--- config.mk ---
export PLATFORM = sky130hd
export DESIGN_NAME = nef_outq_flat
export DESIGN_NICKNAME = d
export VERILOG_FILES = /design/src/rtl/nef_pkg.sv /design/src/rtl/nef_result_if.sv /design/src/rtl/nef_outq.sv /design/src/flat_wrapper.sv
export SDC_FILE = /design/constraint.sdc
export NUM_CORES = 1
export LEC_CHECK = 0
export BUFFER_PORTS_ARGS = -buffer_cell sky130_fd_sc_hd__buf_2
export CAP_MARGIN = 0
export CORE_MARGIN = 2
export CORE_UTILIZATION = 51
export DETAILED_ROUTE_END_ITERATION = 6
export GPL_TIMING_DRIVEN = 0
export PLACE_DENSITY_LB_ADDON = 0.25
export SETUP_SLACK_MARGIN = 0.3
export SLEW_MARGIN = 30
export SYNTH_ARGS = -nofsm -noshare
export SYNTH_HDL_FRONTEND = slang
export SYNTH_SLANG_ARGS = --single-unit
--- constraint.sdc ---
create_clock -name clk_i -period 3.1 [get_ports clk_i]
set_clock_uncertainty 0.05 [all_clocks]
set_input_delay 0.31 -clock clk_i [delete_from_list [all_inputs] [get_ports clk_i]]
set_output_delay 0.31 -clock clk_i [all_outputs]
set_load 0.05 [all_outputs]
--- src/rtl/nef_pkg.sv ---
// ----------------------------------------------------------------------------
// nef_pkg
// Shared constants for the nonlinear extremum filter.
// ----------------------------------------------------------------------------
`default_nettype none

package nef_pkg;

  // Default sample width, two's complement
  localparam int SampleBitsDef = 24;

  // Filter weight: unsigned Q1.15
  localparam int WeightBits = 16;
  localparam logic [WeightBits-1:0] WeightOne = 16'h8000;

  // Most results one accepted item can release (final sample of a vector)
  localparam int PushMax = 3;

endpackage : nef_pkg

`default_nettype wire

--- src/rtl/nef_result_if.sv ---
// ----------------------------------------------------------------------------
// nef_result_if
// Output channel: one filtered element and its end marker per item.
// ----------------------------------------------------------------------------
`default_nettype none

interface nef_result_if #(
  parameter int SAMPLE_BITS = 24
);
  logic                          valid;
  logic                          ready;
  logic signed [SAMPLE_BITS-1:0] filtered;
  logic                          end_of_vector;

  modport source (output valid, output filtered, output end_of_vector, input ready);
  modport sink   (input valid, input filtered, input end_of_vector, output ready);
endinterface : nef_result_if

`default_nettype wire

--- src/rtl/nef_outq.sv ---
// ----------------------------------------------------------------------------
// nef_outq
// Result queue: takes up to three items a cycle, releases one a cycle while out_o.ready is high.
// ----------------------------------------------------------------------------
`default_nettype none

module nef_outq
  import nef_pkg::*;
#(
  parameter int SAMPLE_BITS = SampleBitsDef
) (
  input  wire logic                     clk_i,
  input  wire logic                     rst_ni,
  input  wire logic [1:0]               push_cnt_i,
  input  wire logic [SAMPLE_BITS:0]     push_data_i [PushMax],
  output logic                          space_ok_o,
  nef_result_if.source                  out_o
);

  localparam int Depth = 4;
  localparam int PtrW  = $clog2(Depth);
  localparam int CntW  = $clog2(Depth + 1);

  logic [SAMPLE_BITS:0] entry_q [Depth];
  logic [PtrW-1:0]      wr_ptr_q, rd_ptr_q;
  logic [CntW-1:0]      cnt_q;
  logic                 pop;

  assign pop        = out_o.valid && out_o.ready;
  assign space_ok_o = cnt_q <= CntW'(Depth - PushMax);

  assign out_o.valid         = cnt_q != '0;
  assign out_o.filtered      = entry_q[rd_ptr_q][SAMPLE_BITS-1:0];
  assign out_o.end_of_vector = entry_q[rd_ptr_q][SAMPLE_BITS];

  always_ff @(posedge clk_i) begin
    for (int k = 0; k < PushMax; k++) begin
      if (2'(k) < push_cnt_i) begin
        entry_q[wr_ptr_q + PtrW'(k)] <= push_data_i[k];
      end
    end
  end

  always_ff @(posedge clk_i or negedge rst_ni) begin
    if (!rst_ni) begin
      wr_ptr_q <= '0;
      rd_ptr_q <= '0;
      cnt_q    <= '0;
    end else begin
      wr_ptr_q <= wr_ptr_q + PtrW'(push_cnt_i);
      rd_ptr_q <= rd_ptr_q + PtrW'(pop);
      cnt_q    <= cnt_q + CntW'(push_cnt_i) - CntW'(pop);
    end
  end

endmodule : nef_outq

`default_nettype wire

--- src/flat_wrapper.sv ---
// flat-port wrapper written by rule: the top's interface ports become plain ports
module nef_outq_flat import nef_pkg::*;
#(
  parameter int SAMPLE_BITS = SampleBitsDef
)
  (clk_i, rst_ni, push_cnt_i, push_data_i, space_ok_o, out_o_valid, out_o_filtered, out_o_end_of_vector, out_o_ready);
  nef_result_if #(.SAMPLE_BITS(SAMPLE_BITS)) out_o_i ();
  input  wire logic clk_i;
  input  wire logic rst_ni;
  input  wire logic [1:0] push_cnt_i;
  input  wire logic [SAMPLE_BITS:0] push_data_i[PushMax];
  output logic space_ok_o;
  output wire logic [$bits(out_o_i.valid)-1:0] out_o_valid;
  output wire logic [$bits(out_o_i.filtered)-1:0] out_o_filtered;
  output wire logic [$bits(out_o_i.end_of_vector)-1:0] out_o_end_of_vector;
  input wire logic [$bits(out_o_i.ready)-1:0] out_o_ready;
  assign out_o_valid = out_o_i.valid;
  assign out_o_filtered = out_o_i.filtered;
  assign out_o_end_of_vector = out_o_i.end_of_vector;
  assign out_o_i.ready = out_o_ready;
  nef_outq #(.SAMPLE_BITS(SAMPLE_BITS)) u_core (.clk_i(clk_i), .rst_ni(rst_ni), .push_cnt_i(push_cnt_i), .push_data_i(push_data_i), .space_ok_o(space_ok_o), .out_o(out_o_i));
endmodule
==> results.json, run 1 <==
{
  "synth_edf_count": 100,
  "synthToLayoutAreaGrowth_pct": 18.4,
  "nFillCells": 968,
  "crit_path_top_delay_cell": "mux4_2",
  "vias": 5725,
  "rsz0062_at_grt": "false",
  "worstSetupPathType": "flip-flop to output pin",
  "dp_slack_ps": 977,
  "syn_area_per_cell_um2": 9.88,
  "num-nets-final": 836,
  "pin_count": 107,
  "cp_cell_sequence": "buf_4, buf_4, mux4_2, buf_2",
  "path_clk_slew_ps": 70,
  "max_stage_delay_ps": 570,
  "cts-buffers-inserted": 9,
  "netlist_instances": 627,
  "cts_resized": 0,
  "fin_ws_ps": 712,
  "grt_pass1_wl_mm": 29.6,
  "path_max_fanout": 10,
  "fin_tns_setup_ps": 0,
  "crit_top_cell": "buf_4",
  "ys_seq_elements": 107,
  "cts_tree": "yes",
  "worstMarginPinSlew_ps": 673,
  "ys_warn_count": 0,
  "dr.pass1.iters": 6,
  "max_clock_freq_ghz": 0.419,
  "vias_per_cell": 6.35,
  "die_h_um": 114,
  "maxCapViolCount": 0,
  "wl_per_cell_um": 21.6,
  "crit_path_start_kind": "flip-flop",
  "drive_above_1_share_pct": 27.5,
  "cts-hold-fix-buffers": 1,
  "ys.flop_type": "edfxtp_1",
  "synth_common_cells": "201 x nand2_1, 104 x nor2_1, 100 x a31oi_1, 100 x edfxtp_1, 25 x mux4_2",
  "leakage_nw": 3.00,
  "cts_root_buf": "clkbuf_16",
  "worst_ep_arrival_time_ps": 2030,
  "die_x_um": 114,
  "final_area_um2": 7330,
  "post-cts-setup-buffers": 0,
  "ys_types": 31,
  "worstSkewPairLatency_ps": 350,
  "grt_pass1_vias": 5682,
  "period_minus_slack_ps": 2390,
  "maxSlewViolCount": 0,
  "rows": 40,
  "core_um2": 11900,
  "slew_headroom_pct": 55.1,
  "yosysMostFrequentCell": "nand2_1",
  "grt_max_degree": 16,
  "htreeDepth": 3,
  "first_iter_violations": 876,
  "rr_startpoint": "u_core.wr_ptr_q[0]",
  "required_ps": 2740,
  "start_util_pct": 52.0,
  "antennaDiodeCount": 0,
  "syn_area_um2": 6190,
  "finalSetupViolations": 0,
  "antenna_found_initial": 0,
  "p_total_mw": 7.95,
  "track_usage_pct": 30.4,
  "dieArea_um2": 13000,
  "synth_area_leaders": "edfxtp_1 48%, nand2_1 12%, a31oi_1 10%, mux4_2 9.1%, nor2_1 6.3%",
  "critPathCaptureType": "output pin",
  "min_from": "push_cnt_i[0]",
  "ir_drop_mv": 0.473,
  "drc": 0,
  "crit_start": "u_core.rd_ptr_q[0]",
  "grt.overflow.total": 0,
  "yosys.area.top_type": "edfxtp_1",
  "cts_buffer_depth": 2,
  "io_buffers": 105,
  "fin_crit_sh_pct": 77.0,
  "dp_hpwl_mm": 13.4,
  "ant_nets": 0,
  "critPathBufInv": 3,
  "async_flop_share_pct": 6.54,
  "place_area_um2": 7070,
  "path_delay_family": "buffers and inverters",
  "synth.yosys.seq_area_share_pct": 51.3,
  "min_path_type": "input port to flip-flop",
  "power_density_nw_per_um2": 1080,
  "cts_sinks": 107,
  "hold_viol_final": 0,
  "status": "finished clean",
  "whs_ps": 190,
  "synth_top_area_share_pct": 48.5,
  "wirelength_mm": 19.5,
  "synth_nets": 711,
  "globalplace.congestion": 0.845
}
flip-flops by register name, indices dropped and copies added (netlist names):
signal	count
u_core.wr_ptr_q	2
u_core.rd_ptr_q	2
u_core.cnt_q	3
u_core.entry_q	100
routing by layer:
layer  up-vias  global-route usage, %  routed length [um]
met5         -                      0                   0
met3        83                   6.14                2520
li1       2497                      -                   -
met1      2657                   39.2                7060
met4         0                   15.9                 665
met2       488                   48.8                9280
layout make-up:
cell class / count / area, um^2 / share of cell area (%)
inverters: 5 / 18.8 / 0.256
multi-input cells: 463 / 2700 / 36.9
clock buffers: 9 / 225 / 3.07
flip-flops and latches: 107 / 3180 / 43.4
well taps: 147 / 184 / 2.51
clock inverters: 5 / 22.5 / 0.307
repair buffers: 114 / 658 / 8.98
plain buffers: 52 / 339 / 4.63
cells in the final DEF, fill, tap and decap left out, drive strengths merged, types with 3 or more instances in the layout:
cell type,instances
ha,3
dfrtp,7
buf,162
o21ai,3
nor2,104
edfxtp,100
nand2,201
clkbuf,12
nand3,3
inv,5
xnor2,6
clkinv,4
mux4,25
a31oi,100
final timing paths:
path / end / slack, ps / cells past startpoint
worst max-delay path: out_o_filtered[8] / 710 / 4
worst min-delay path: u_core.wr_ptr_q[0] / 190 / 2
worst max register to register: u_core.entry_q[2][16] / 950 / 6
worst min register to register: u_core.cnt_q[2] / 470 / 1
max in group asynchronous: u_core.rd_ptr_q[0] / 2570 / 2
min in group asynchronous: u_core.rd_ptr_q[1] / 270 / 2
logic make-up (layout without fill, tap and decap cells):
family | Yosys count | count (layout) | share of synthesized area, %
AND/OR/NAND/NOR | 320 | 320 | 21.1
AO/OA/AOI/OAI | 108 | 108 | 10.9
flip-flops | 107 | 107 | 51.3
buffers and inverters | 57 | 185 | 5.78
multiplexers | 25 | 25 | 9.09
XOR/XNOR | 6 | 6 | 0.849
adder cells (fa/ha/maj) | 4 | 4 | 0.930
report_power, final:
| group | total (mW) | leakage [nW] | switching [mW] | internal [mW] |
|---|---|---|---|---|
| Sequential | 2.61 | 1.04 | 0.188 | 2.42 |
| Combinational | 4.31 | 1.84 | 2.88 | 1.43 |
| Clock | 1.03 | 0.117 | 0.506 | 0.526 |
| Total | 7.95 | 3.00 | 3.57 | 4.38 |
worst register-to-register path: cells and delay by family, from the launching register on:
family / cells / cell delay (ps)
and+or+nand+nor: 1 / 70
buffers and inverters: 3 / 620
DFF: 1 / 520
AOI/OAI and AO/OA: 2 / 590
per-stage QoR:
| stage | cells | utilization [%] |
|---|---|---|
| after floorplan | 627 | - |
| after global placement | 879 | 57.9 |
| after detailed placement | 887 | 59.4 |
| after CTS | 902 | 61.5 |
| after global routing | 902 | 61.5 |
| final | 902 | 61.5 |
Power figures use the tool's default switching activity.
==> run 2, diff against run 1 <==
- ABC_AREA: default -> 1
- CORE_UTILIZATION: 51 -> 55
- clock period: 3.1 -> 2.43 ns (I/O delays scaled with it)
==> run 2 against run 1 <==
The flow now finishes with violations (DRC). Routed wire length increased by 15%. Utilization increased by 4.5 points. Sequential share of layout area decreased by 5.1 points. Area after synthesis increased by 13%. Clock-buffer cell count increased by 1. Power increased by 42%. Clock power increased by 43%. Combinational power increased by 51%. Sequential cell count unchanged. Hold slack got worse by 65 ps. Critical path type unchanged.
==> results.json, run 2 <==
{
  "status": "complete, but fails checks",
  "violations": "DRC",
  "period_minus_slack_ps": 2120,
  "rsz0062_at_grt": "false",
  "synthMuxAreaShare_pct": 0,
  "ys_seq_elements": 107,
  "crit_path_start_kind": "flip-flop",
  "vias_per_cell": 5.76,
  "largest_reg_flops": 100,
  "crit_path_top_delay_cell": "dfrtp_1",
  "synth-adder-area-share_pct": 0.819,
  "netlist_instances": 932,
  "async_flop_share_pct": 6.54,
  "worstSetupPathType": "flip-flop to output pin",
  "whs_ps": 125,
  "dp_hpwl_mm": 14.8,
  "ant_nets": 0,
  "worstSkewPairLatency_ps": 350,
  "place_area_um2": 7890,
  "yosys.area.top_type": "edfxtp_1",
  "cp-endpoint": "out_o_filtered[22]",
  "p_total_mw": 11.3,
  "path_clk_slew_ps": 70,
  "rr_worst_depth": 6,
  "synth_nets": 1016,
  "finalSetupViolations": 0,
  "critPathCaptureType": "output pin",
  "yosysMostFrequentCell": "nand2_1",
  "antennaDiodeCount": 0,
  "slew_headroom_pct": 62.9,
  "required_ps": 2140,
  "syn_area_um2": 7020,
  "critPathBufInv": 4,
  "io_buffers": 105,
  "ys_warn_count": 0,
  "cts_buffer_depth": 2,
  "ir_drop_mv": 0.752,
  "synth_area_leaders": "edfxtp_1 43%, nand2_1 20%, nand3_1 7.7%, o21ai_0 5.1%, nor2_1 4.1%",
  "synth_top_family_by_area": "simple AND/OR/NAND/NOR gates",
  "ys.flop_type": "edfxtp_1",
  "hold_viol_final": 0,
  "grt_max_degree": 26,
  "synth_top_area_share_pct": 42.8,
  "wl_per_cell_um": 18.2,
  "synth_common_cells": "369 x nand2_1, 108 x nand3_1, 100 x edfxtp_1",
  "power_density_nw_per_um2": 1360,
  "first_iter_violations": 959,
  "yosys.area_share.xor_xnor_pct": 0.249,
  "pin_count": 107,
  "grt_pass1_wl_mm": 34.2,
  "syn_area_per_cell_um2": 7.54,
  "instances_no_fill": 1229,
  "path_depth": 6,
  "crit_top_cell": "buf_6",
  "worst_ep_arrival_time_ps": 1820,
  "core_um2": 12600,
  "track_usage_pct": 33.5,
  "synth_compound_area_share_pct": 5.52,
  "final_area_um2": 8300,
  "min_path_type": "input port to flip-flop",
  "grt.overflow.total": 0,
  "maxSlewViolCount": 0,
  "leakage_nw": 4.01,
  "largestRegisters": "u_core.entry_q x100, u_core.cnt_q x3",
  "cp_cell_sequence": "clkbuf_4, inv_4, buf_6, o21ai_0, o21ai_1, buf_6",
  "synth_simple_gate_area_share_pct": 39.2,
  "crit_start": "u_core.rd_ptr_q[0]",
  "ys_types": 31,
  "max_stage_delay_ps": 360,
  "regMostFlops": "u_core.entry_q",
  "cts-buffers-inserted": 9,
  "die_h_um": 117,
  "dr.pass1.iters": 7,
  "num-nets-final": 1136,
  "synthToLayoutAreaGrowth_pct": 18.2,
  "htreeDepth": 3,
  "wirelength_mm": 22.4,
  "final_common_cell": "nand2_1",
  "antenna_found_initial": 0,
  "grt_pass1_vias": 6582,
  "cts_tree": "yes",
  "maxCapViolCount": 0,
  "drc": 3,
  "regToRegEndpoint": "u_core.entry_q[0][5]",
  "synth_edf_count": 100,
  "globalplace.congestion": 0.925,
  "cts_sinks": 107,
  "dp_cells": 1212,
  "path_delay_family": "buffers and inverters",
  "cts_root_buf": "clkbuf_16",
  "fin_ws_ps": 313,
  "final_cell_mix": "368 x nand2_1, 116 x buf_2, 106 x nand3_1",
  "drive_above_1_share_pct": 22.0,
  "max_clock_freq_ghz": 0.472,
  "vias": 7077,
  "fin_crit_sh_pct": 87.1,
  "regToRegSetupSlack_ps": 380,
  "rows": 41,
  "path_max_fanout": 10,
  "worstMarginPinSlew_ps": 555,
  "dieArea_um2": 13700,
  "synth.yosys.seq_area_share_pct": 45.2,
  "rr_startpoint": "u_core.wr_ptr_q[0]",
  "start_util_pct": 55.9,
  "die_x_um": 117,
  "dp_slack_ps": 187
}
## run 2: cell count changes in the layout (fill, tap and decap cells not counted), sizes merged, moves of 16 or more
cell	before	now
nand4	1	27
inv	5	65
nor2	104	82
o21ai	3	75
a31oi	100	0
mux4	25	0
nand3	3	131
nand2	201	373
clkbuf	12	28
## run 2: report_power, final
| part | switching, mW | total [mW] | internal (mW) |
|---|---|---|---|
| clock network | 0.680 | 1.47 | 0.792 |
| registers | 0.187 | 3.29 | 3.10 |
| logic | 4.68 | 6.52 | 1.84 |
## run 2: tightest hold or removal path: cells and delay by family
kind | cells | cell delay, ps
AND/OR/NAND/NOR | 2 | 130
buffers and inverters | 1 | 120
## run 2: worst min-delay path by stage
stage / startpoint / end / slack, ps / cells past startpoint
2_1_floorplan: rst_ni / u_core.cnt_q[0] / -100 / 0
3_3_place_gp: rst_ni / u_core.cnt_q[2] / 40 / 1
3_5_place_dp: rst_ni / u_core.cnt_q[2] / 40 / 1
4_1_cts: out_o_ready / u_core.rd_ptr_q[1] / 130 / 3
5_1_grt: out_o_ready / u_core.rd_ptr_q[1] / 140 / 3
6_report: out_o_ready / u_core.rd_ptr_q[1] / 120 / 3
## run 2: cells by family after synthesis
group                    count (synthesis)
buffers and inverters                  127
AND/OR/NAND/NOR                        615
AO/OA/AOI/OAI                           77
XOR/XNOR                                 2
flip-flops                             107
adder cells (fa/ha/maj)                  4
## run 2: final cells by class
type	instances	area, um^2
clock buffer	10	229
tap	172	215
sequential	107	3180
clock inverter	6	56.3
buffer	61	424
inverter	66	256
fill	1061	4260
timing repair buffer	109	667
multi-input combinational	698	3280
## run 2: routing by layer
layer  GRT usage [%]  wire, um  up-vias
li1                -         -     3295
met1            46.0      8600     3195
met2            52.5     10200      498
met3            5.66      2680       89
met4            15.5       941        0
met5               0         0        -
## run 2: per-stage QoR
stage / utilization (%) / TNS (ps)
2_1_floorplan: - / 0
3_3_place_gp: 62.0 / -33420
4_1_cts: 65.6 / 0
6_report: 66.1 / 0
5_1_grt: 66.1 / 0
3_5_place_dp: 62.8 / 0
## run 2: timing repair
action	CTS	global route
endpoints found under the setup margin	50	24
hold buffers	1	0
pin swaps	0	2
buffers inserted	0	0
endpoints found under the hold margin	7	0
gates resized for setup	27	40
==> run 3, diff against run 2 <==
- CORE_MARGIN: 2 -> default
==> run 3 against run 2 <==
Hold slack hardly changed. Global-route usage rose by 1.6 points. Cell area grew 0.72%. Sequential cell count stayed put. Critical path depth down 1. The flow now finishes without violations. Highest routed layer unchanged. First-iteration DRC count up 16%. Power grew 2.1%. Non-clock buffer count rose by 1. Final cell count fell by 0.24%.
==> results.json, run 3 (same netlist as run 2, synthesis figures left out) <==
{
  "rows": 40,
  "maxCapViolCount": 0,
  "ff_latch_area_um2": 3180,
  "die_h_um": 115,
  "regMostFlops": "u_core.entry_q",
  "max_stage_delay_ps": 400,
  "dp_cells": 1209,
  "path_clk_slew_ps": 70,
  "synthToLayoutAreaGrowth_pct": 19.1,
  "instances_no_fill": 1226,
  "vias_per_cell": 5.83,
  "slew_headroom_pct": 58.6,
  "wl_met3_mm": 3.07,
  "worstSetupPathType": "flip-flop to output pin",
  "cp_cell_sequence": "inv_2, clkbuf_4, o21ai_0, o21ai_1, buf_6",
  "io_buffers": 105,
  "p_clk_share_pct": 14.9,
  "cts_root_buf": "clkbuf_16",
  "power_frac_comb_pct": 56.5,
  "final_common_cell": "nand2_1",
  "drive_above_1_share_pct": 22.1,
  "dr.pass1.iters": 7,
  "rr_worst_depth": 7,
  "multi_input_area_um2": 3290,
  "status": "finished clean",
  "power_switching_mw": 5.56,
  "start_util_pct": 57.5,
  "crit_path_start_kind": "flip-flop",
  "crit_path_top_delay_cell": "dfrtp_1",
  "grt_pass1_vias": 6539,
  "dieArea_um2": 13200,
  "min_path_type": "input port to flip-flop",
  "critPathBufInv": 3,
  "finalSetupViolations": 0,
  "fin_ws_ps": 312,
  "path_depth": 5,
  "critPathCaptureType": "output pin",
  "wl_met2_mm": 10.1,
  "required_ps": 2140,
  "p_seq_share_pct": 28.6,
  "drc": 0,
  "top_layer_used": "met4",
  "cts_sinks": 107,
  "cts-buffers-inserted": 9,
  "track_usage_pct": 35.2,
  "p_int_mw": 5.96,
  "hold_viol_final": 0,
  "power_density_nw_per_um2": 1380,
  "nFillCells": 1064,
  "leakage_nw": 4.05,
  "ir_drop_mv": 0.800,
  "worstMarginPinSlew_ps": 620,
  "dp_slack_ps": 170,
  "ant_nets": 0,
  "num-nets-final": 1137,
  "globalplace.congestion": 0.917,
  "worstSkewPairLatency_ps": 350,
  "path_max_fanout": 10,
  "period_minus_slack_ps": 2120,
  "wirelength_mm": 22.4,
  "cts_tree": "yes",
  "cts_buffer_depth": 2,
  "antenna_found_initial": 0,
  "largest_reg_flops": 100,
  "hold_depth": 3,
  "antennaDiodeCount": 0,
  "grt_pass1_wl_mm": 34.6,
  "core_um2": 12200,
  "switching_share_pct": 48.3,
  "dp_hpwl_mm": 14.8,
  "path_delay_family": "buffers and inverters",
  "vias": 7145,
  "pin_count": 107,
  "fin_crit_sh_pct": 87.2,
  "m1WireLength_mm": 8.28,
  "rsz0062_at_grt": "false",
  "max_clock_freq_ghz": 0.472,
  "first_iter_violations": 1117,
  "grt.overflow.total": 0,
  "maxSlewViolCount": 0,
  "final_cell_mix": "368 x nand2_1, 120 x buf_2, 106 x nand3_1",
  "die_x_um": 115,
  "grt_max_degree": 26,
  "htreeDepth": 3,
  "worst_ep_arrival_time_ps": 1830,
  "wl_per_cell_um": 18.2,
  "largestRegisters": "u_core.entry_q x100, u_core.cnt_q x3"
}
[run 3: repair_timing]
action	4_1_cts	5_1_grt
setup endpoints to repair	50	44
hold buffers	1	0
pin swaps	1	3
endpoints found under the hold margin	7	0
setup buffers	0	0
gates resized for setup	36	18
[run 3: worst register-to-register path: cells and delay by family (launching register included)]
family	cells	cell delay, ps
compound gates	1	400
simple gates	1	120
buf+inv	5	740
flops	1	370
[run 3: worst paths after layout]
| kind | start | end | slack [ps] |
|---|---|---|---|
| worst max register to register | u_core.wr_ptr_q[1] | u_core.entry_q[1][5] | 440 |
| worst max-delay path | u_core.rd_ptr_q[1] | out_o_end_of_vector | 310 |
| max in group asynchronous | rst_ni | u_core.rd_ptr_q[0] | 1970 |
| worst min-delay path | out_o_ready | u_core.rd_ptr_q[1] | 120 |
| min in group asynchronous | rst_ni | u_core.cnt_q[2] | 200 |
| worst min register to register | u_core.rd_ptr_q[1] | u_core.rd_ptr_q[1] | 470 |
[run 3: power by group through the flow]
stage / sequential [mW] / clock, mW / combinational, mW
after floorplan: 3.30 / 0 / 4.27
final: 3.29 / 1.72 / 6.51
after CTS: 3.29 / 1.69 / 6.33
after global routing: 3.35 / 1.78 / 6.93
after detailed placement: 3.33 / 0 / 6.09
after global placement: 3.34 / 0 / 5.80
[run 3: metrics by stage]
step	setup TNS (ps)	utilization, %	hold slack [ps]	power (mW)	cell area [um^2]
2_1_floorplan	0	-	-103	7.57	7050
3_3_place_gp	-31750	63.7	37.1	9.14	7780
3_5_place_dp	0	64.6	37.4	9.42	7890
4_1_cts	0	68.2	135	11.3	8330
5_1_grt	0	68.5	143	12.1	8360
6_report	0	68.5	125	11.5	8360
[run 3: routing by layer]
metal,GRT usage (%),vias to the layer above
li1,-,3298
met1,48.2,3172
met2,55.1,576
met3,5.32,99
met4,16.6,0
met5,0,-
[run 3: area by class of cell]
type,count,area share [%]
plain buffers,61,5.07
clock buffers,9,2.69
clock inverters,7,1.38
inverters,66,3.07
multi-input cells,698,39.3
flip-flops and latches,107,38.0
well taps,168,2.51
repair buffers,110,8.00
